**config.mk**
```make
export PLATFORM = sky130hd
export DESIGN_NAME = bl5_calc
export DESIGN_NICKNAME = d
export VERILOG_FILES = /design/src/rtl/bl5_pkg.sv /design/src/rtl/bl5_calc.sv
export SDC_FILE = /design/constraint.sdc
export NUM_CORES = 1
export LEC_CHECK = 0
export BUFFER_PORTS_ARGS = -buffer_cell sky130_fd_sc_hd__buf_2
export CAP_MARGIN = 20
export CORE_MARGIN = 8
export CORE_UTILIZATION = 34
export DETAILED_ROUTE_END_ITERATION = 10
export SETUP_SLACK_MARGIN = 0.05
export SLEW_MARGIN = 15
export SYNTH_ARGS = -nofsm -noshare
export SYNTH_HDL_FRONTEND = slang
export SYNTH_SLANG_ARGS = --single-unit
```
**constraint.sdc**
```tcl
create_clock -name clk_i -period 9.05 [get_ports clk_i]
set_input_delay 0.905 -clock clk_i [delete_from_list [all_inputs] [get_ports clk_i]]
set_output_delay 0.905 -clock clk_i [all_outputs]
set_load 0.02 [all_outputs]
```
**src/rtl/bl5_pkg.sv**
```systemverilog
// Shared widths, constants and pipeline types for the RGB555 in-place blur.
package bl5_pkg;

  // Pixel and channel geometry
  localparam int unsigned PIX_W    = 15;
  localparam int unsigned IN_W     = 16;
  localparam int unsigned CH_W     = 5;
  localparam int unsigned CH_N     = 3;

  // Line width register
  localparam int unsigned LW_W     = 12;
  localparam int unsigned MAX_LINE = 2048;
  localparam int unsigned MIN_LINE = 4;
  localparam logic [LW_W-1:0] LW_RESET = LW_W'(640);

  // Original-pixel ring: one line plus three pixels
  localparam int unsigned DLY_DEPTH = MAX_LINE + 3;
  localparam int unsigned DLY_AW    = $clog2(DLY_DEPTH);

  // Blurred-line ring
  localparam int unsigned LINE_AW  = $clog2(MAX_LINE);

  // Pixel position counter, saturating
  localparam int unsigned POS_W    = 32;

  // Control carried from the address stage into the compute stage
  typedef struct packed {
    logic               up_en;
    logic               left_en;
    logic               left_blur;
    logic [PIX_W-1:0]   down;
    logic [LINE_AW-1:0] line_addr;
  } s1_ctrl_t;

endpackage

```
**src/rtl/bl5_calc.sv**
```systemverilog
// Compute stage: neighbor selection, per-channel five-point blur, last-result register.
module bl5_calc (
  input  logic                       clk_i,
  input  logic                       valid_i,
  input  bl5_pkg::s1_ctrl_t          ctrl_i,
  input  logic [2*bl5_pkg::PIX_W-1:0] pair_i,
  input  logic [bl5_pkg::PIX_W-1:0]  left_orig_i,
  input  logic [bl5_pkg::PIX_W-1:0]  up_raw_i,
  output logic [bl5_pkg::PIX_W-1:0]  res_o
);
  import bl5_pkg::*;

  logic [PIX_W-1:0] last_q;
  logic [PIX_W-1:0] cur;
  logic [PIX_W-1:0] right;
  logic [PIX_W-1:0] up;
  logic [PIX_W-1:0] left;
  logic [PIX_W-1:0] res;
  logic [CH_W+2:0]  sum [CH_N];

  // Pair read at the right neighbor: older half is the center pixel
  assign cur   = pair_i[2*PIX_W-1:PIX_W];
  assign right = pair_i[PIX_W-1:0];

  // Out-of-frame neighbors read as zero; left switches to blurred at group starts
  always_comb begin
    up   = ctrl_i.up_en ? up_raw_i : '0;
    left = '0;
    if (ctrl_i.left_en) begin
      left = ctrl_i.left_blur ? last_q : left_orig_i;
    end
  end

  // (up + down + left + right + 4*center) >> 3 per channel; max 248, no overflow
  always_comb begin
    for (int c = 0; c < CH_N; c++) begin
      sum[c] = (CH_W+3)'(up[c*CH_W +: CH_W])
             + (CH_W+3)'(ctrl_i.down[c*CH_W +: CH_W])
             + (CH_W+3)'(left[c*CH_W +: CH_W])
             + (CH_W+3)'(right[c*CH_W +: CH_W])
             + {1'b0, cur[c*CH_W +: CH_W], 2'b00};
      res[c*CH_W +: CH_W] = sum[c][CH_W+2:3];
    end
  end

  // Most recent blurred pixel, used as left at group-of-four starts
  always_ff @(posedge clk_i) begin
    if (valid_i) begin
      last_q <= res;
    end
  end

  assign res_o = res;

endmodule

```
# After elaboration in Yosys (flattened, before gate mapping)
# Index checks and enable logic that the tools add are counted.
[totals]
input_bits = 91
mem_bits_rw = 0
latch_bits = 0
mem_count = 0
romBits = 0
out_inout_bits = 15
regBits = 15
[classes]
n_mul = 0
n_mux = 3
n_bitwise = 0
n_reduce_logical = 0
div = 0
shifts = 0
order_cmp = 0
addsub = 12
n_eq_ne = 0
[ops]
columns = ["operator", "count"]
rows = [
  ["two-way mux 15 bit", 3],
  ["adder 7 x 5 -> 8 bit", 3],
  ["adder 8 x 7 -> 8 bit", 3],
  ["adder 6 x 5 -> 7 bit", 3],
  ["adder 5 x 5 -> 6 bit", 3],
]

# Depth between registers and ports, before layout
# Gate-level depths: netlist (run 1).
[depth]
depth_word = 5
depth_mapped = 14

# Worst setup path after synthesis (run 1)
# OpenSTA, ideal clock, no wires.
[synth_timing]
path_type = "input port to output port"
from = "input ctrl_i[28] (netlist name)"
to = "output res_o[13] (netlist name)"
path_slack_ns = 4.100
path_stages = 13
n_path_buf = 1
t_arrival_ns = 4.045
cell_sequence = "clkbuf_1 > nand2_1 > fa_1 > inv_1 > fa_1 > fa_1 > nand4b_1 > or2_2 > fa_1 > inv_1 > a21o_1 > a21oi_1 > xnor2_1"
[synth_via]
elab_chain_len = 5
[synth_rtl]
columns = ["item", "line_no", "rtl"]
rows = [
  ["start, declared", "bl5_calc.sv:5", "input bl5_pkg::s1_ctrl_t ctrl_i,"],
  ["two-way mux 15 bit", "bl5_calc.sv:27", "up = ctrl_i.up_en ? up_raw_i : '0;"],
  ["adder 5 x 5 -> 6 bit", "bl5_calc.sv:38", "+ (CH_W+3)'(ctrl_i.down[c*CH_W +: CH_W])"],
  ["adder 6 x 5 -> 7 bit", "bl5_calc.sv:39", "+ (CH_W+3)'(left[c*CH_W +: CH_W])"],
  ["adder 7 x 5 -> 8 bit", "bl5_calc.sv:40", "+ (CH_W+3)'(right[c*CH_W +: CH_W])"],
  ["adder 8 x 7 -> 8 bit", "bl5_calc.sv:41", "+ {1'b0, cur[c*CH_W +: CH_W], 2'b00};"],
  ["end, declared", "bl5_calc.sv:9", "output logic [bl5_pkg::PIX_W-1:0] res_o"],
]
# No other way between the ends.

# Worst setup path after layout (run 1)
# Same ends and word-level chain as after synthesis.

==> summary.md, run 1 <==
| Metric | Value |
|---|---|
| Initial Util | 35.4% |
| Critical path arrival | 4.28 ns |
| Reg2reg end | last_q[13] |
| Clock transition at path regs | 0.07 ns |
| Final period utilization | 57.3% |
| Run status | complete, no violations |
| Top Registers | last_q (15) |
| Leakage power figure | 0.00179 uW |
| Filler cells | 762 |
| Global route total overflow | 0 |
| EDFF count, synth | 15 |
| FF-to-FF path depth | 12 |
| Total Die Area | 0.0106 mm^2 |
| CP startpoint kind | primary input |
| Initial antenna violation count | 0 |
| Syn_nets | 428 |
| Max Clock Freq | 193 MHz |
| Mapped Area | 0.00258 mm^2 |
| WHS Path Cells | 3 |
| RSZ-0062 raised after global routing | no |
| Routed WL per cell | 12.3 um |
| Register area share after synthesis | 17.4% |
| Most used flip-flop cell after synthesis | edfxtp_1 |
| # setup viols final | 0 |
| Synthesis-to-layout area growth | 23.9% |
| Power, Total | 642 uW |
| Worst reg2reg path startpoint | last_q[11] |
| Most flops, register | last_q |
| Die Height | 103 um |
| Rows | 31 |
| DRC Markers | 0 |
| Hold path endpoint | last_q[5] |
| Setup TNS | 0 ns |
| Crit path time final | 5.18 ns |
| Internal | 339 uW |
| Worst Path Max Fanout | 15 |
| Clock Tree Buf Depth | 2 |
| PwrDens | 200 mW/mm^2 |
| Largest net degree at the start of global routing | 16 |
| Layout cell share with drive strength beyond 1 | 31.3% |
| Via/cell ratio | 4.37 |
| CTS Hold Bufs | 0 |
| Share of synthesized registers carrying an async set or reset | 0% |
| First-pass GRT wire length | 9390 um |
| Yosys warns | 0 |
| Sw Share | 47.2% |
| GRT Util Overall | 11.0% |
| Crit path cell chain | buf_2, nand2_1, fa_1, inv_1, fa_1, fa_1, nand4b_1, or2_2, fa_1, inv_1, a21o_1, a21oi_1, xnor2_1, buf_2 |
| GPL Wtd Cong | 0.769 |
| Crit path max-delay family | adder cells |
| Slew headroom | 65.2% |
| Util after Layout | 43.9% |
| Clock Skew | 0.00326 ns |
| Clk Latency, worst-skew pair | 0.25 ns |
| CTS Root Cell | clkbuf_8 |
| Total of max-cap violations | 0 |
| Fin area | 0.00320 mm^2 |
| Layout Nets | 523 |
| Vias in the first global route | 2,136 |
| Post-DP Area | 0.00316 mm^2 |
| Avg Inst Size Synth | 9.33 um^2 |
| Max reg flops | 15 |
| Synth Instances | 277 |
| Sinks on the clock net | 15 |
| Post-synth cell types | 38 |
| N_diodes | 0 |
| Final HPWL DP | 5020 um |
| Most used cell, CP | fa_1 |
| Vias | 2,056 |
| Num CTS Buffers | 3 |
| Endpoint type of the worst setup path | primary output |
| DR iter-0 viols | 35 |
| Final WL | 5770 um |
| Critical Path RT | 8.15 ns |
| Clock share of power | 8.8% |
| WS Path Type | in -> out |
| Core Region | 0.00729 mm^2 |
| Sequential share of power | 20.1% |
| Port bufs | 94 |
| Final Hold Vio Count | 0 |
| #FFs+latches synth | 15 |
| Class of the most critical hold timing path | reg -> reg |
| Htree depth | 1 |
| Max-slew violation count | 0 |
| Pre-Repair DR Iteration Count | 4 |
| CP max stage delay | 0.55 ns |
| Post-cts sizing count | 0 |
| R2R Setup Slk | 6.09 ns |
| Buffers & Inverters on Critical Path | 4 |
| Worst Tran Pin Value | 0.516 ns |
| Die X-Extent | 103 um |
| P_sw | 303 uW |
| CP max-delay cell | fa_1 |
| Post-CTS setup buffers | 0 |
| Hold_sp | last_q[5] |
| Number of routed nets with antenna violations | 0 |
| TritonCTS clock tree | done |
| Worst vdd ir | 121 uV |
| I/O Pins | 106 |
| Combinational fraction of design power | 71.1% |
| Min Hold Slack | 0.907 ns |
==> cells by family (layout without fill, tap and decap cells) <==
group / after synthesis / count (layout) / synth area share [%]
compound gates: 22 / 22 / 5.76
fa+ha+maj: 60 / 60 / 40.4
xor+xnor: 7 / 7 / 2.37
simple gates: 59 / 59 / 12.8
mux: 15 / 15 / 6.59
buf+inv: 99 / 193 / 14.7
flops: 15 / 15 / 17.4
==> power groups by stage <==
stage / logic (uW) / registers [uW] / clock network, uW
finish: 456 / 129 / 56.5
detailed placement: 463 / 131 / 0
global route: 519 / 132 / 61.0
floorplan: 330 / 129 / 0
global placement: 461 / 130 / 0
CTS: 467 / 129 / 59.0
==> cell usage in the layout, fill, tap and decap left out, types with 2 or more instances in the layout <==
master / count
inv_1: 95
buf_2: 94
fa_1: 39
ha_1: 21
nand2_1: 17
edfxtp_1: 15
and2_1: 13
mux2_2: 12
a21oi_1: 6
xnor2_1: 6
nor2b_1: 5
a21o_1: 4
nor2_1: 4
nand3_1: 3
nor3_1: 3
o21ai_0: 3
clkbuf_8: 3
mux2i_1: 2
nand2b_1: 2
a221oi_1: 2
and3_1: 2
a31o_2: 2
a211oi_1: 2
==> area by class of cell <==
type | count | area [um^2] | area share, %
repair buffers | 94 | 470 | 14.7
inverters | 95 | 357 | 11.1
clock inverters | 1 | 5.00 | 0.156
well taps | 99 | 124 | 3.87
clock buffers | 3 | 41.3 | 1.29
flip-flops and latches | 15 | 450 | 14.1
multi-input cells | 163 | 1750 | 54.8
==> layer usage <==
layer	track usage (%)	part of all wire, %	vias to the layer above
met3	3.01	7.3	2
met4	0.334	0.069	0
met2	20.5	54	40
met5	0	0	-
li1	-	-	1029
met1	12.7	39	985
==> metrics by stage <==
stage               cells  worst slack (ns)
floorplan             277              4.10
global placement      466              3.88
detailed placement    466              3.87
CTS                   470              3.84
global route          470              3.63
finish                470              3.87
==> synthesized netlist by cell type (3+ instances only) <==
cell      instances  area share [%]
nand2_1          17             2.5
nor3_1            3            0.58
a21o_1            4             1.2
mux2_2           12             5.2
and2_1           13             3.1
xnor2_1           6             2.0
edfxtp_1         15              17
fa_1             39              30
clkbuf_1          3            0.44
nor2_1            4            0.58
nor2b_1           5             1.2
inv_1            95              14
o21ai_0           3            0.58
ha_1             21              10
nand3_1           3            0.58
a21oi_1           6             1.2
==> tightest hold or removal path, stage by stage (launching register included) <==
cell and delay (ns):
edfxtp_1 0.33, mux2_4 0.15, and2_1 0.13, fa_1 0.18
==> worst max path at each step <==
stage	startpoint	endpoint	slack, ns	depth (start not counted)
floorplan	ctrl_i[28]	res_o[13]	4.10	13
global placement	ctrl_i[28]	res_o[13]	3.88	14
detailed placement	ctrl_i[28]	res_o[13]	3.87	14
CTS	ctrl_i[28]	res_o[13]	3.84	14
global route	ctrl_i[28]	res_o[8]	3.63	12
finish	ctrl_i[28]	res_o[13]	3.87	14
Power figures use the tool's default switching activity.
==> run 2: changes to the inputs <==
Clock period 9.05 ns to 4.2 ns, I/O delays scaled along.
==> run 2 against run 1 <==
Net effect: worst setup slack got worse by 3.7 ns; non-clock buffer count rose by 9; critical path depth did not move; die area did not move; hold slack got worse by 0.29 ns; critical endpoint is now res_o[9]; largest cell class unchanged.
==> summary.md, run 2 (synthesis results as in run 1) <==
| Metric | Value |
|---|---|
| Layout cell share with drive strength beyond 1 | 35.0% (+3.7 points) |
| Fin area | 0.00334 mm^2 (+4.3%) |
| Critical path arrival | 3.63 ns (-0.65 ns) |
| FF-to-FF path depth | 11 (-1) |
| Rows | 31 (unchanged) |
| Most common cell after layout, fill and taps aside | inv_1 |
| Crit path cell chain | buf_2, inv_1, fa_1, inv_1, fa_1, inv_1, fa_1, inv_1, ha_1, and3_1, and3_4, or4_4, nand3_2, buf_6 |
| CP startpoint kind | primary input |
| Placement Setup Slack | 0.0651 ns (-3.81 ns) |
| DR iter-0 viols | 53 (+51%) |
| Most flops, register | last_q |
| Max-slew violation count | 0 (unchanged) |
| Reg2reg end | last_q[8] |
| Crit path time final | 4.05 ns |
| Max Clock Freq | 247 MHz |
| N_diodes | 0 (unchanged) |
| Clock transition at path regs | 0.07 ns (about the same) |
| RSZ-0062 raised after global routing | yes |
| Post-DP Area | 0.00321 mm^2 (+1.6%) |
| Pre-Repair DR Iteration Count | 4 (unchanged) |
| # setup viols final | 0 (unchanged) |
| Top Registers | last_q (15) |
| Most used cell, CP | inv_1 |
| Synthesis-to-layout area growth | 29.2% |
| Routed WL per cell | 12.5 um (+1.9%) |
| Worst Path Max Fanout | 3 (-12) |
| Total Die Area | 0.0106 mm^2 (unchanged) |
| Clock Skew | 0.00676 ns (+0.00351 ns) |
| Final worst slack | 0.150 ns (-3.72 ns) |
| Clock Tree Buf Depth | 2 (unchanged) |
| Num CTS Buffers | 3 (unchanged) |
| Endpoint type of the worst setup path | primary output |
| First-pass GRT wire length | 9970 um (+6.2%) |
| Via/cell ratio | 4.38 (+0.13%) |
| CP max-delay cell | fa_1 |
| Die X-Extent | 103 um (unchanged) |
| Run status | complete, no violations |
| CP Launch Point | ctrl_i[20] |
| Worst reg2reg path startpoint | last_q[6] |
| Port bufs | 94 (unchanged) |
| Largest net degree at the start of global routing | 16 (unchanged) |
| Final HPWL DP | 5170 um (+3.1%) |
| Worst vdd ir | 280 uV (+130%) |
| Class of the most critical hold timing path | in -> reg |
| Leakage power figure | 0.00186 uW (+4.1%) |
| CP endpoint | res_o[9] |
| Most frequent cells in the layout | 94 x inv_1, 89 x buf_2, 37 x fa_1 |
| Core Region | 0.00729 mm^2 (unchanged) |
| Slew headroom | 74.0% (+8.8 points) |
| DRC Markers | 0 (unchanged) |
| Worst Tran Pin Value | 0.390 ns (-0.126 ns) |
| Htree depth | 1 (unchanged) |
| Final Hold Vio Count | 0 (unchanged) |
| CTS Root Cell | clkbuf_8 |
| Initial antenna violation count | 0 (unchanged) |
| Vias | 2,098 (+2.0%) |
| GRT Util Overall | 11.8% (+0.78 points) |
| Initial Util | 35.4% (unchanged) |
| Vias in the first global route | 2,267 (+6.1%) |
| Layout Nets | 532 (+1.7%) |
| Total of max-cap violations | 0 (unchanged) |
| Critical Path RT | 3.78 ns (-4.37 ns) |
| Die Height | 103 um (unchanged) |
| Final period utilization | 96.4% |
| Sinks on the clock net | 15 (unchanged) |
| Max reg flops | 15 (unchanged) |
| Global route total overflow | 0 (unchanged) |
| Setup TNS | 0 ns (unchanged) |
| PwrDens | 444 mW/mm^2 (+120%) |
| TritonCTS clock tree | done |
| GPL Wtd Cong | 0.774 (+0.56%) |
| CP max stage delay | 0.52 ns (-0.03 ns) |
| R2R Setup Slk | 1.26 ns (-4.83 ns) |
| Final WL | 5990 um (+3.8%) |
| I/O Pins | 106 (unchanged) |
| WS Path Type | in -> out |
| Number of routed nets with antenna violations | 0 (unchanged) |
| Clk Latency, worst-skew pair | 0.25 ns (about the same) |
run 2: cell count changes in the layout (fill, tap and decap cells not counted), sizes merged:
cell / delta
buf: +9
run 2: worst max-delay path: cells and delay by family:
family                     cells  cell delay [ns]
adders and majority gates      4             1.85
buffers and inverters          6             0.37
and+or+nand+nor                4             0.96
run 2: layout make-up:
cell class | instances | area [um^2]
fill | 743 | 3950
multi-input combinational | 163 | 1790
timing repair buffer | 103 | 567
sequential | 15 | 450
inverter | 95 | 357
tap | 99 | 124
clock buffer | 3 | 41.3
clock inverter | 1 | 5.00
run 2: worst min path at each step:
stage / from / end / slack, ns / depth (start not counted)
detailed placement: valid_i / last_q[10] / 0.88 / 1
floorplan: valid_i / last_q[0] / 0.53 / 0
finish: valid_i / last_q[3] / 0.61 / 1
global route: valid_i / last_q[3] / 0.62 / 1
CTS: valid_i / last_q[3] / 0.61 / 1
global placement: last_q[5] / last_q[7] / 0.88 / 3
run 2: through the flow:
step | util, % | hold WS (ns) | total power, uW | cells
global route | 45.8 | 0.617 | 1640 | 479
global placement | 44.0 | 0.880 | 1290 | 471
finish | 45.8 | 0.613 | 1480 | 479
CTS | 44.6 | 0.614 | 1430 | 475
detailed placement | 44.0 | 0.881 | 1300 | 471
floorplan | - | 0.532 | 988 | 277
run 2: repair_timing:
action,CTS,global route
buffers inserted,0,4
endpoints found under the setup margin,0,5
resized for setup,0,15
hold buffers,0,0
hold endpoints to repair,0,0
run 2: layer usage:
| layer | share of wire [%] | global-route usage (%) | routed length, um |
|---|---|---|---|
| met5 | 0 | 0 | 0 |
| met4 | 0.28 | 1.33 | 17 |
| met3 | 6.6 | 2.68 | 394 |
| met2 | 54 | 22.4 | 3260 |
| met1 | 39 | 13.3 | 2320 |
run 2: power breakdown:
part | total, uW | leakage, uW | internal (uW) | switching [uW]
Clock | 122 | 0.0000255 | 65.8 | 56.2
Sequential | 277 | 0.000148 | 265 | 12.0
Combinational | 1080 | 0.00169 | 470 | 614
