`src/rtl/bl5_pkg.sv`:
```
// Shared widths, constants and pipeline types for the RGB555 in-place blur.
package bl5_pkg;

  // Pixel and channel geometry
  localparam int unsigned PIX_W    = 15;
  localparam int unsigned IN_W     = 16;
  localparam int unsigned CH_W     = 5;
  localparam int unsigned CH_N     = 3;

  // Line width register
  localparam int unsigned LW_W     = 12;
  localparam int unsigned MAX_LINE = 2048;
  localparam int unsigned MIN_LINE = 4;
  localparam logic [LW_W-1:0] LW_RESET = LW_W'(640);

  // Original-pixel ring: one line plus three pixels
  localparam int unsigned DLY_DEPTH = MAX_LINE + 3;
  localparam int unsigned DLY_AW    = $clog2(DLY_DEPTH);

  // Blurred-line ring
  localparam int unsigned LINE_AW  = $clog2(MAX_LINE);

  // Pixel position counter, saturating
  localparam int unsigned POS_W    = 32;

  // Control carried from the address stage into the compute stage
  typedef struct packed {
    logic               up_en;
    logic               left_en;
    logic               left_blur;
    logic [PIX_W-1:0]   down;
    logic [LINE_AW-1:0] line_addr;
  } s1_ctrl_t;

endpackage

```
`src/rtl/bl5_out_fifo.sv`:
```
// Three-entry output queue; reports room for one more item in flight.
module bl5_out_fifo (
  input  logic                      clk_i,
  input  logic                      rst_ni,
  input  logic                      push_i,
  input  logic [bl5_pkg::PIX_W-1:0] data_i,
  input  logic                      pending_i,
  output logic                      room_o,
  output logic                      valid_o,
  input  logic                      ready_i,
  output logic [bl5_pkg::PIX_W-1:0] data_o
);
  import bl5_pkg::*;

  localparam int unsigned DEPTH = 3;
  localparam int unsigned PW    = $clog2(DEPTH);
  localparam int unsigned CW    = $clog2(DEPTH + 1);

  logic [PIX_W-1:0] buf_q [DEPTH];
  logic [PW-1:0]    wr_ptr_q, wr_ptr_d;
  logic [PW-1:0]    rd_ptr_q, rd_ptr_d;
  logic [CW-1:0]    count_q, count_d;
  logic             pop;
  logic [CW:0]      used;

  assign pop     = valid_o & ready_i;
  assign valid_o = (count_q != '0);
  assign data_o  = buf_q[rd_ptr_q];

  // Room counts the item already in the compute stage
  assign used   = {1'b0, count_q} + (CW+1)'(pending_i);
  assign room_o = (used < (CW+1)'(DEPTH));

  // Pointer and occupancy update
  always_comb begin
    wr_ptr_d = wr_ptr_q;
    rd_ptr_d = rd_ptr_q;
    count_d  = count_q;
    if (push_i) begin
      wr_ptr_d = (wr_ptr_q == PW'(DEPTH - 1)) ? '0 : wr_ptr_q + PW'(1);
    end
    if (pop) begin
      rd_ptr_d = (rd_ptr_q == PW'(DEPTH - 1)) ? '0 : rd_ptr_q + PW'(1);
    end
    if (push_i && !pop) begin
      count_d = count_q + CW'(1);
    end else if (pop && !push_i) begin
      count_d = count_q - CW'(1);
    end
  end

  always_ff @(posedge clk_i or negedge rst_ni) begin
    if (!rst_ni) begin
      wr_ptr_q <= '0;
      rd_ptr_q <= '0;
      count_q  <= '0;
    end else begin
      wr_ptr_q <= wr_ptr_d;
      rd_ptr_q <= rd_ptr_d;
      count_q  <= count_d;
    end
  end

  // Queue storage
  always_ff @(posedge clk_i) begin
    if (push_i) begin
      buf_q[wr_ptr_q] <= data_i;
    end
  end

endmodule

```
`config.mk`:
```
export PLATFORM = sky130hd
export DESIGN_NAME = bl5_out_fifo
export DESIGN_NICKNAME = d
export VERILOG_FILES = /design/src/rtl/bl5_pkg.sv /design/src/rtl/bl5_out_fifo.sv
export SDC_FILE = /design/constraint.sdc
export NUM_CORES = 1
export LEC_CHECK = 0
export ABC_AREA = 1
export BUFFER_PORTS_ARGS = -buffer_cell sky130_fd_sc_hd__buf_4
export CELL_PAD_IN_SITES_DETAIL_PLACEMENT = 1
export CELL_PAD_IN_SITES_GLOBAL_PLACEMENT = 1
export CORE_UTILIZATION = 44
export CTS_CLUSTER_DIAMETER = 80
export DETAILED_ROUTE_END_ITERATION = 16
export GPL_ROUTABILITY_DRIVEN = 0
export PLACE_DENSITY_LB_ADDON = 0.1
export SYNTH_ARGS = -nofsm -noshare
export SYNTH_HDL_FRONTEND = slang
export SYNTH_SLANG_ARGS = --single-unit
```
`constraint.sdc`:
```
create_clock -name clk_i -period 1.8 [get_ports clk_i]
set_clock_uncertainty 0.05 [all_clocks]
set_input_delay 0.18 -clock clk_i [delete_from_list [all_inputs] [get_ports clk_i]]
set_output_delay 0.18 -clock clk_i [all_outputs]
set_load 0.01 [all_outputs]
```
== Yosys cells after proc, flatten, opt, wreduce, memory -nomap -nowiden ==
Memory sizes are Yosys's and may differ from the RTL's.
Cells that the tools add are included.
Word-level totals
  output and inout bits: 17
  register bits after elaboration: 6
  memories: 1
  input bits: 20
  logic and storage cells: 25
  memory bits (writable): 45
Cells by class
  add/sub/neg operators: 5
  order comparisons: 1
  bitwise gates (word level): 1
  eq/ne operators: 2
  reduce and logical (&&, ||, !) cells: 6
  multiplexer cells: 6
Memory list
  buf_q: words 3, bits a word 15, rd ports 1, clocked after Yosys merged registers in 0, write ports 1, line bl5_out_fifo.sv:19  | logic [PIX_W-1:0] buf_q [DEPTH];
Operators with widths (number)
  2-to-1 mux 2 bit: 4
  adder 2 x 1 -> 2 bit, second input constant: 3
  equality test 2 bit, second input constant: 2
  nonzero test 2 bit: 2
  adder 2 x 1 -> 3 bit: 1
  less-than comparator 3 x 2 -> 1 bit, second input constant: 1
  logical AND 1 bit: 2
  zero test 1 bit: 2
  2-to-1 mux 1 bit: 2
  subtractor 2 x 1 -> 2 bit, second input constant: 1
  bitwise AND 1 bit: 1

== Depth between registers and ports, before layout ==
Gate-level depths: netlist of run 1.
  depth after elaboration: 5
  gate-level depth with buffers: 9
  mapped depth without buffers: 9

== Worst setup path before layout of run 1 ==
OpenSTA, ideal clock, no wires.
  path type: register to register
  from: register wr_ptr_q[0]
  to: memory buf_q[2][0], enable pin
  setup time: 386 ps
  required time: 1364 ps
  clock period less this slack: 1569 ps
  arrival time: 1133 ps
  path slack: 231 ps
  path buffers: 0
  stages on the path, launching flop included: 4
  path through: dfrtp_1 inv_1 nand2_1 nor2_1
RTL lines
  from (decl): line bl5_out_fifo.sv:20  | logic [PW-1:0] wr_ptr_q, wr_ptr_d;
  from (signal assigned): line bl5_out_fifo.sv:58  | wr_ptr_q <= wr_ptr_d;
  to (decl): line bl5_out_fifo.sv:19
Straight into the memory's write port.

== Final worst setup path of run 1 ==
  from: register rd_ptr_q[1]
  to: output port data_o[7] (netlist bit)
On the way
  longest elaborated chain between the ends: 1
RTL lines
  from (decl): line bl5_out_fifo.sv:21  | logic [PW-1:0] rd_ptr_q, rd_ptr_d;
  from (signal assigned): line bl5_out_fifo.sv:59  | rd_ptr_q <= rd_ptr_d;
  memory (3 x 15 bit)
  to (decl): line bl5_out_fifo.sv:11  | output logic [bl5_pkg::PIX_W-1:0] data_o
Every way passes these cells.

==> impl_metrics.tcl, run 1 <==
set metrics [dict create \
    cp-startpoint "rd_ptr_q[1]" \
    die-height_um 70.3 \
    synth_common_cells "nand2_1, edfxtp_1, nand2_2, nand3_1, nand3_2" \
    max_slew.worst_pin.slew_ns 0.231 \
    ys.flop_type "edfxtp_1" \
    relSlewSlack_pct 84.6 \
    initial_core_util_pct 46.5 \
    combPwrFrac_pct 42.7 \
    synth_area_leaders "edfxtp_1, nand2_1, dfrtp_1" \
    p_leak_uw 0.00109 \
    place.port_buffers 36 \
    fmax_mhz 592 \
    ctsHtreeMaxLevel 2 \
    grtUsageTotal_pct 18.2 \
    synth_top_family_by_area "simple AND/OR/NAND/NOR gates" \
    hold_violations 0 \
    route.detailed.wl_per_inst_um 15.9 \
    clk_pin_slew_ns 0.08 \
    synthCells 151 \
    nets 227 \
    r2r_slack_ns 0.22 \
    ys_warn_count 0 \
    grt_setup_unrepaired "false" \
    num_vias 1293 \
    hp-class "in2reg" \
    critPathRequiredTime_ns 1.57 \
    die_width_um 70.3 \
    r2r_cells 9 \
    cts-buffers-inserted 5 \
    power_density_mw_per_mm2 1630 \
    avgSynthCellArea_um2 13.6 \
    critPathSlowestCell "dfrtp_1" \
    vias_per_cell 5.05 \
    setup_violations 0 \
    p_int_uw 2760 \
    die_area_mm2 0.00495 \
    max_cap_viol_count 0 \
    rr_startpoint "count_q[0]" \
    grt_pass1_wl_um 6600 \
    ir_drop_mv 0.770 \
    cpLargestDelayFamily "flip-flops" \
    synthMuxAreaShare_pct 0 \
    critPathKind "reg2out" \
    pin_count 37 \
    synthAdderAreaFrac_pct 1.83 \
    hpwl_um 2950 \
    root_buffer "clkbuf_8" \
    clkSinkCount 51 \
    hold_ws_ns 0.0174 \
    placed_area_mm2 0.00242 \
    drc 0 \
    yosysMostFrequentCell "nand2_1" \
    p_clk_share_pct 17.9 \
    p_switching_uw 1430 \
    ys_seq_area_share_pct 73.1 \
    slew_violations 0 \
    fill_cells 447 \
    synth_top_area_share_pct 65.8 \
    synth_top_area_cell "edfxtp_1" \
    place_ws_ns 0.318 \
    core_mm2 0.00441 \
    seqPwrFrac_pct 39.4 \
    cp.arrival_ns 1.46 \
    clock_latency_ns 0.29 \
    switching_share_pct 34.1 \
    cp_common_cell "buf_4" \
    critPathMaxFanout 7 \
    antenna_found_initial 0 \
    synth_compound_area_share_pct 0.731 \
    path_buf_inv 2 \
    crit_path_max_incr_delay_ns 0.46 \
    end_kind "output pin" \
    synth-simple-area-share_pct 20.3 \
    fin_ws_ns 0.111 \
    min_period_over_period_pct 93.8 \
    wl_um 4060 \
    drt_iter0_drc 57 \
    num_rows 24 \
    yosys_register_bits 51 \
    syn_nets 174 \
    grt_pass1_vias 1406 \
    outcome "completed" \
    drt_pass1_iterations 4 \
    crit_cells 5 \
    path_cells "nor2_4 -> buf_4 -> nand2_2 -> nand3_2 -> buf_4" \
    antenna_left 0 \
    synth_edf_count 45 \
    post-route-min-period_ns 1.69 \
    n_antenna_cell 0 \
    fin_tns_setup_ns 0 \
    endpoint "data_o[7]" \
    fin_area_mm2 0.00257 \
    synth_cell_type_count 18 \
    synth_xor_area_share_pct 0.426 \
    globalRouteOverflowTotal 0 \
    syn-cell-area_mm2 0.00205 \
    area_growth_pct 25.2 \
    timing.rr.end "count_q[1]" \
    drive_gt1_share_pct 39.2 \
    grt_start_max_net_pins 17 \
    start_kind "flop" \
    async_flop_share_pct 11.8 \
    ctsLongestPathBuffers 2 \
    cts_tree "yes" \
]
==> stage by stage <==
| step | total power, uW | util, % | cells |
|---|---|---|---|
| after floorplan | 2650 | - | 151 |
| after global placement | 3310 | 54.9 | 245 |
| after detailed placement | 3390 | 54.9 | 245 |
| after CTS | 4140 | 57.5 | 253 |
| after global routing | 4450 | 58.3 | 256 |
| final | 4190 | 58.3 | 256 |
==> registers in the layout, summed over array words and instances, names as in the netlist <==
register,cells
count_q,2
buf_q,45
rd_ptr_q,2
wr_ptr_q,2
==> kinds of logic (layout without fill, tap and decap cells) <==
family | after synthesis | after routing
AOI/OAI and AO/OA | 3 | 3
xor gates and xnor gates | 1 | 1
and+or+nand+nor | 80 | 80
DFF | 51 | 51
buffers and inverters | 13 | 66
adders and majority gates | 3 | 3
==> power groups by stage <==
stage          clock network, uW  registers [uW]  logic, uW
3_3_place_gp                   0            1660       1640
6_report                     750            1650       1790
5_1_grt                      801            1670       1980
4_1_cts                      766            1650       1720
3_5_place_dp                   0            1680       1710
2_1_floorplan                  0            1640       1010
==> how the worst min path moves through the flow <==
| stage | startpoint | to | cells past startpoint |
|---|---|---|---|
| after floorplan | rst_ni | count_q[0] | 0 |
| after global placement | rst_ni | count_q[1] | 1 |
| after detailed placement | rst_ni | count_q[1] | 1 |
| after CTS | data_i[11] | buf_q[1][11] | 1 |
| after global routing | data_i[11] | buf_q[2][11] | 1 |
| final | data_i[4] | buf_q[0][4] | 1 |
==> routing by layer <==
metal,vias up,global-route usage [%],wire length (um)
met2,32,31.9,2190
met1,634,21.8,1640
met4,0,6.00,55
li1,621,-,-
met5,-,0,0
met3,6,4.62,175
==> placed cells by master, fill, tap and decap left out, drive strengths merged <==
| master | netlist | routed |
|---|---|---|
| nand2 | 56 | 56 |
| buf | 4 | 49 |
| edfxtp | 45 | 45 |
| nand3 | 20 | 20 |
| inv | 9 | 9 |
| dfrtp | 6 | 6 |
| clkbuf | 0 | 6 |
| ha | 3 | 3 |
| nor2 | 3 | 3 |
| o21ai | 2 | 2 |
| a21oi | 1 | 1 |
| xnor2 | 1 | 1 |
| nand4 | 1 | 1 |
| bufinv | 0 | 1 |
| dlygate4sd3 | 0 | 1 |
==> layout make-up <==
| cell class | count | area (um^2) | area share (%) |
|---|---|---|---|
| Sequential cell | 51 | 1500 | 58.4 |
| Multi-Input combinational cell | 87 | 479 | 18.6 |
| Timing Repair Buffer | 50 | 390 | 15.2 |
| Clock buffer | 6 | 72.6 | 2.82 |
| Tap cell | 52 | 65.1 | 2.53 |
| Inverter | 9 | 33.8 | 1.31 |
| Clock inverter | 1 | 30.0 | 1.17 |
==> what timing repair did <==
item / CTS / global route
buffers inserted: 0 / 3
hold buffers: 1 / 0
gates resized for setup: 0 / 0
endpoints found under the setup margin: 0 / 9
hold endpoints to repair: 6 / 0
Note: power is estimated with default switching activity, not from simulation.
==> run 2, diff against run 1 <==
RECOVER_POWER = 25   (was not set)
SETUP_SLACK_MARGIN = 0.15   (was not set)
==> run 2 against run 1 <==
Critical path depth shrank 1. Clock-buffer cell count is the same. Design area grew 0.44%. Sequential cell count is the same. Global-route usage grew 0.12 points. Wire length grew 0.91%. Worst hold slack gained 0.0030 ns. Clock power is essentially flat. Critical endpoint is now room_o. Register-to-register slack gained 0.09 ns. Largest cell class unchanged. Final cell count grew 0.78%. Combinational power grew 6%. Core utilization grew 0.26 points.
==> impl_metrics.tcl, run 2 (synthesis results as in run 1) <==
set metrics [dict create \
    drc 0 \
    critPathKind "reg2out" \
    clock_latency_ns 0.29 \
    pin_count 37 \
    route.detailed.wl_per_inst_um 15.9 \
    drt_pass1_iterations 4 \
    timing.rr.end "count_q[1]" \
    min_period_over_period_pct 88.8 \
    post-route-min-period_ns 1.60 \
    critPathRequiredTime_ns 1.57 \
    path_cells "ha_2 -> ha_4 -> a21oi_2 -> buf_4" \
    vias_per_cell 5.01 \
    critPathMaxFanout 2 \
    p_int_uw 2830 \
    place.port_buffers 36 \
    outcome "completed" \
    endpoint "room_o" \
    seqPwrFrac_pct 38.4 \
    ir_drop_mv 0.768 \
    cts_tree "yes" \
    cpLargestDelayFamily "adder cells" \
    crit_cells 4 \
    slew_violations 0 \
    drive_gt1_share_pct 37.9 \
    p_switching_uw 1470 \
    fin_tns_setup_ns 0 \
    crit_path_max_incr_delay_ns 0.39 \
    power_density_mw_per_mm2 1670 \
    combPwrFrac_pct 44.1 \
    r2r_slack_ns 0.31 \
    path_buf_inv 1 \
    dpl.cell_count 245 \
    hp-class "in2reg" \
    grt_pass1_wl_um 6640 \
    wl_um 4100 \
    min_from "data_i[0]" \
    rr_startpoint "count_q[0]" \
    drt_iter0_drc 61 \
    area_growth_pct 25.8 \
    die_area_mm2 0.00495 \
    die-height_um 70.3 \
    end_kind "output pin" \
    n_antenna_cell 0 \
    grt_setup_unrepaired "false" \
    clkSinkCount 51 \
    setup_violations 0 \
    switching_share_pct 34.1 \
    cts-buffers-inserted 5 \
    die_width_um 70.3 \
    hpwl_um 2950 \
    fmax_mhz 625 \
    initial_core_util_pct 46.5 \
    grt_start_max_net_pins 15 \
    num_rows 24 \
    grt_pass1_vias 1417 \
    start_kind "flop" \
    fin_cells 258 \
    critPathSlowestCell "dfrtp_1" \
    hold_violations 0 \
    max_slew.worst_pin.slew_ns 0.192 \
    cp-startpoint "count_q[0]" \
    ctsHtreeMaxLevel 2 \
    antenna_left 0 \
    root_buffer "clkbuf_8" \
    top_register "buf_q" \
    grtUsageTotal_pct 18.3 \
    cp.arrival_ns 1.37 \
    max_cap_viol_count 0 \
    core_mm2 0.00441 \
    antenna_found_initial 0 \
    ctsLongestPathBuffers 2 \
    clk_pin_slew_ns 0.08 \
    relSlewSlack_pct 87.2 \
    p_clk_share_pct 17.5 \
    p_leak_uw 0.00107 \
    layout_common_cells "nand2_1, edfxtp_1, buf_4" \
    num_vias 1293 \
    largest_reg_flops 45 \
    nets 229 \
    globalRouteOverflowTotal 0 \
    r2r_cells 9 \
]
## run 2: cell count changes in the layout (fill, tap and decap cells not counted), moves of 2 or more
| cell | before | now |
|---|---|---|
| buf_4 | 48 | 38 |
| clkbuf_1 | 1 | 10 |
| buf_6 | 0 | 2 |
| ha_1 | 3 | 1 |
## run 2: final cells by class
class                   count  area, um^2
clock buffers               6        72.6
clock inverters             1        30.0
fillers                   445        1830
inverters                   9        33.8
multi-input cells          87         500
flip-flops and latches     51        1500
well taps                  52        65.1
repair buffers             52         379
## run 2: layer usage
| metal | vias up | wire length [um] | global-route usage [%] | part of all wire, % |
|---|---|---|---|---|
| met1 | 634 | 1660 | 22.1 | 41 |
| met4 | 0 | 55 | 6.00 | 1.3 |
| met5 | - | 0 | 0 | 0 |
| met2 | 31 | 2200 | 31.9 | 54 |
| met3 | 6 | 178 | 4.62 | 4.3 |
| li1 | 622 | - | - | - |
## run 2: what timing repair did
item	4_1_cts	5_1_grt
setup endpoints to repair	16	7
setup buffers	5	0
resized for setup	1	6
endpoints found under the hold margin	6	0
pin swaps	2	2
hold buffers	1	0
## run 2: worst min-delay path by stage
stage	depth (start not counted)	to	slack (ns)
4_1_cts	1	buf_q[1][11]	0.01
6_report	1	buf_q[2][0]	0.02
3_5_place_dp	1	count_q[1]	-0.05
2_1_floorplan	0	count_q[0]	-0.17
5_1_grt	1	buf_q[0][0]	0.02
3_3_place_gp	1	count_q[1]	-0.06
## run 2: power groups by stage
stage | clock, uW | sequential (uW) | combinational [uW]
detailed placement | 0 | 1680 | 1710
floorplan | 0 | 1640 | 1010
CTS | 766 | 1640 | 1890
global placement | 0 | 1660 | 1640
finish | 753 | 1650 | 1900
global route | 801 | 1670 | 2090
## run 2: metrics by stage
| stage | hold WS, ns | total power [uW] | area [um^2] | worst slack, ns | utilization, % |
|---|---|---|---|---|---|
| finish | 0.0204 | 4300 | 2580 | 0.201 | 58.5 |
| global route | 0.0167 | 4560 | 2580 | 0.137 | 58.5 |
| CTS | 0.0105 | 4300 | 2590 | 0.156 | 58.7 |
| detailed placement | -0.0546 | 3390 | 2420 | 0.318 | 54.9 |
| global placement | -0.0562 | 3310 | 2420 | 0.392 | 54.9 |
| floorplan | -0.166 | 2650 | 2050 | 0.231 | - |
==> run 3, diff against run 2 <==
--- a/config.mk
+++ b/config.mk
@@ -8,4 +8,5 @@
 export ABC_AREA = 1
 export BUFFER_PORTS_ARGS = -buffer_cell sky130_fd_sc_hd__buf_4
+export CAP_MARGIN = 20
 export CELL_PAD_IN_SITES_DETAIL_PLACEMENT = 1
 export CELL_PAD_IN_SITES_GLOBAL_PLACEMENT = 1
@@ -14,5 +15,5 @@
 export DETAILED_ROUTE_END_ITERATION = 16
 export GPL_ROUTABILITY_DRIVEN = 0
-export PLACE_DENSITY_LB_ADDON = 0.1
+export PLACE_DENSITY = 0.78
 export RECOVER_POWER = 25
 export SETUP_SLACK_MARGIN = 0.15
==> constraint.sdc (replaced) <==
create_clock -name clk_i -period 1.8 [get_ports clk_i]
set_clock_uncertainty 0.05 [all_clocks]
set_input_delay 0.27 -clock clk_i [delete_from_list [all_inputs] [get_ports clk_i]]
set_output_delay 0.27 -clock clk_i [all_outputs]
set_load 0.01 [all_outputs]
==> run 3 against run 2 <==
Maximum frequency fell by 4.4%. Global-route usage grew 0.81 points. Wire length up 9.7%. Design area up 5.8%.
==> impl_metrics.tcl, run 3 (synthesis results as in run 1) <==
set metrics [dict create \
    hold_violations 0 \
    fmax_mhz 598 \
    cts_tree "yes" \
    r2r_cells 9 \
    critPathKind "reg2out" \
    place.port_buffers 36 \
    largest_reg_flops 45 \
    grt_pass1_wl_um 7070 \
    die_area_mm2 0.00495 \
    ir_drop_mv 0.912 \
    min_path_cells 1 \
    root_buffer "clkbuf_8" \
    grtUsageMet1_pct 22.3 \
    seq_area_mm2 0.00151 \
    fill_cells 438 \
    hpwl_um 2880 \
    hp-class "in2reg" \
    nets 225 \
    critPathMaxFanout 2 \
    max_cap_viol_count 0 \
    antenna_found_initial 0 \
    rr_startpoint "count_q[0]" \
    num_vias 1304 \
    grt_start_max_net_pins 16 \
    r2r_slack_ns 0.26 \
    power_density_mw_per_mm2 1700 \
    setup_violations 0 \
    grt_setup_unrepaired "true" \
    wl_um 4490 \
    cp-startpoint "count_q[0]" \
    slew_violations 0 \
    timing.rr.end "count_q[1]" \
    pin_count 37 \
    max_slew.worst_pin.slew_ns 0.236 \
    relSlewSlack_pct 84.3 \
    grt_use_met3_pct 3.75 \
    hold_ws_ns 0.117 \
    grt_pass1_vias 1438 \
    end_kind "output pin" \
    final_common_cell "edfxtp_1" \
    cp.arrival_ns 1.35 \
    drt_pass1_iterations 3 \
    p_leak_uw 0.00117 \
    area_growth_pct 33.1 \
    fin_tns_setup_ns 0 \
    drive_gt1_share_pct 44.8 \
    grtUsageTotal_pct 19.1 \
    use_met2_pct 35.7 \
    route.detailed.wl_per_inst_um 17.6 \
    ctsLongestPathBuffers 2 \
    post-route-min-period_ns 1.67 \
    multiInputGateArea_um2 631 \
    n_antenna_cell 0 \
    ctsHtreeMaxLevel 2 \
    clkSinkCount 51 \
    die-height_um 70.3 \
    endpoint "room_o" \
    top_register "buf_q" \
    initial_core_util_pct 46.5 \
    top_usage_layer "met2" \
    clock_latency_ns 0.29 \
    drc 0 \
    clk_pin_slew_ns 0.09 \
    layout_common_cells "edfxtp_1, nand2_1, buf_6" \
    vias_per_cell 5.11 \
    globalRouteOverflowTotal 0 \
    min_period_over_period_pct 92.9 \
    critPathRequiredTime_ns 1.48 \
    num_rows 24 \
    drt_iter0_drc 74 \
    die_width_um 70.3 \
    start_kind "flop" \
    antenna_left 0 \
    outcome "completed" \
    core_mm2 0.00441 \
    cts-buffers-inserted 5 \
]
-- run 3: timing repair --
| action | CTS | global route |
|---|---|---|
| setup endpoints to repair | 16 | 17 |
| endpoints found under the hold margin | 6 | 0 |
| hold buffers | 1 | 0 |
| setup buffers | 4 | 0 |
| resized for setup | 7 | 57 |
| pin swaps | 2 | 2 |
-- run 3: worst max-delay path, stage by stage, from the launching register on --
cell	delay, ns
dfrtp_1	0.40
ha_2	0.19
ha_4	0.21
a21oi_2	0.12
buf_4	0.14
-- run 3: report_power, final --
group	internal [uW]	switching [uW]	leakage (uW)	total [uW]
registers	1550	142	0.000486	1690
logic	1120	1210	0.000642	2340
clock network	274	351	0.0000422	624
total	2940	1710	0.00117	4650
-- run 3: layout make-up --
type	count	share of cell area, %
flip-flops and latches	51	55.1
multi-input cells	87	23.1
repair buffers	48	15.3
clock buffers	7	2.79
well taps	52	2.38
inverters	9	1.24
clock inverters	1	0.183
-- run 3: stage by stage --
step	total power [uW]	cells	setup WS (ns)	cell area (um^2)	utilization [%]
after CTS	4140	255	0.115	2550	57.8
after floorplan	2650	151	0.231	2050	-
after global routing	4910	255	0.0637	2730	61.9
after global placement	3270	242	0.366	2400	54.4
final	4650	255	0.128	2730	61.9
after detailed placement	3380	242	0.257	2400	54.4
-- run 3: per-layer routing --
metal | vias up | part of all wire [%]
li1 | 614 | -
met1 | 663 | 40
met2 | 25 | 57
met3 | 2 | 2.7
met4 | 0 | 0.42
met5 | - | 0
-- run 3: worst min-delay path by stage --
stage          startpoint          end  slack [ns]
2_1_floorplan      rst_ni   count_q[0]       -0.08
3_3_place_gp       rst_ni  wr_ptr_q[0]        0.03
3_5_place_dp       rst_ni  wr_ptr_q[0]        0.03
4_1_cts         data_i[4]  buf_q[2][4]        0.11
5_1_grt         data_i[1]  buf_q[0][1]        0.11
6_report        data_i[1]  buf_q[0][1]        0.12
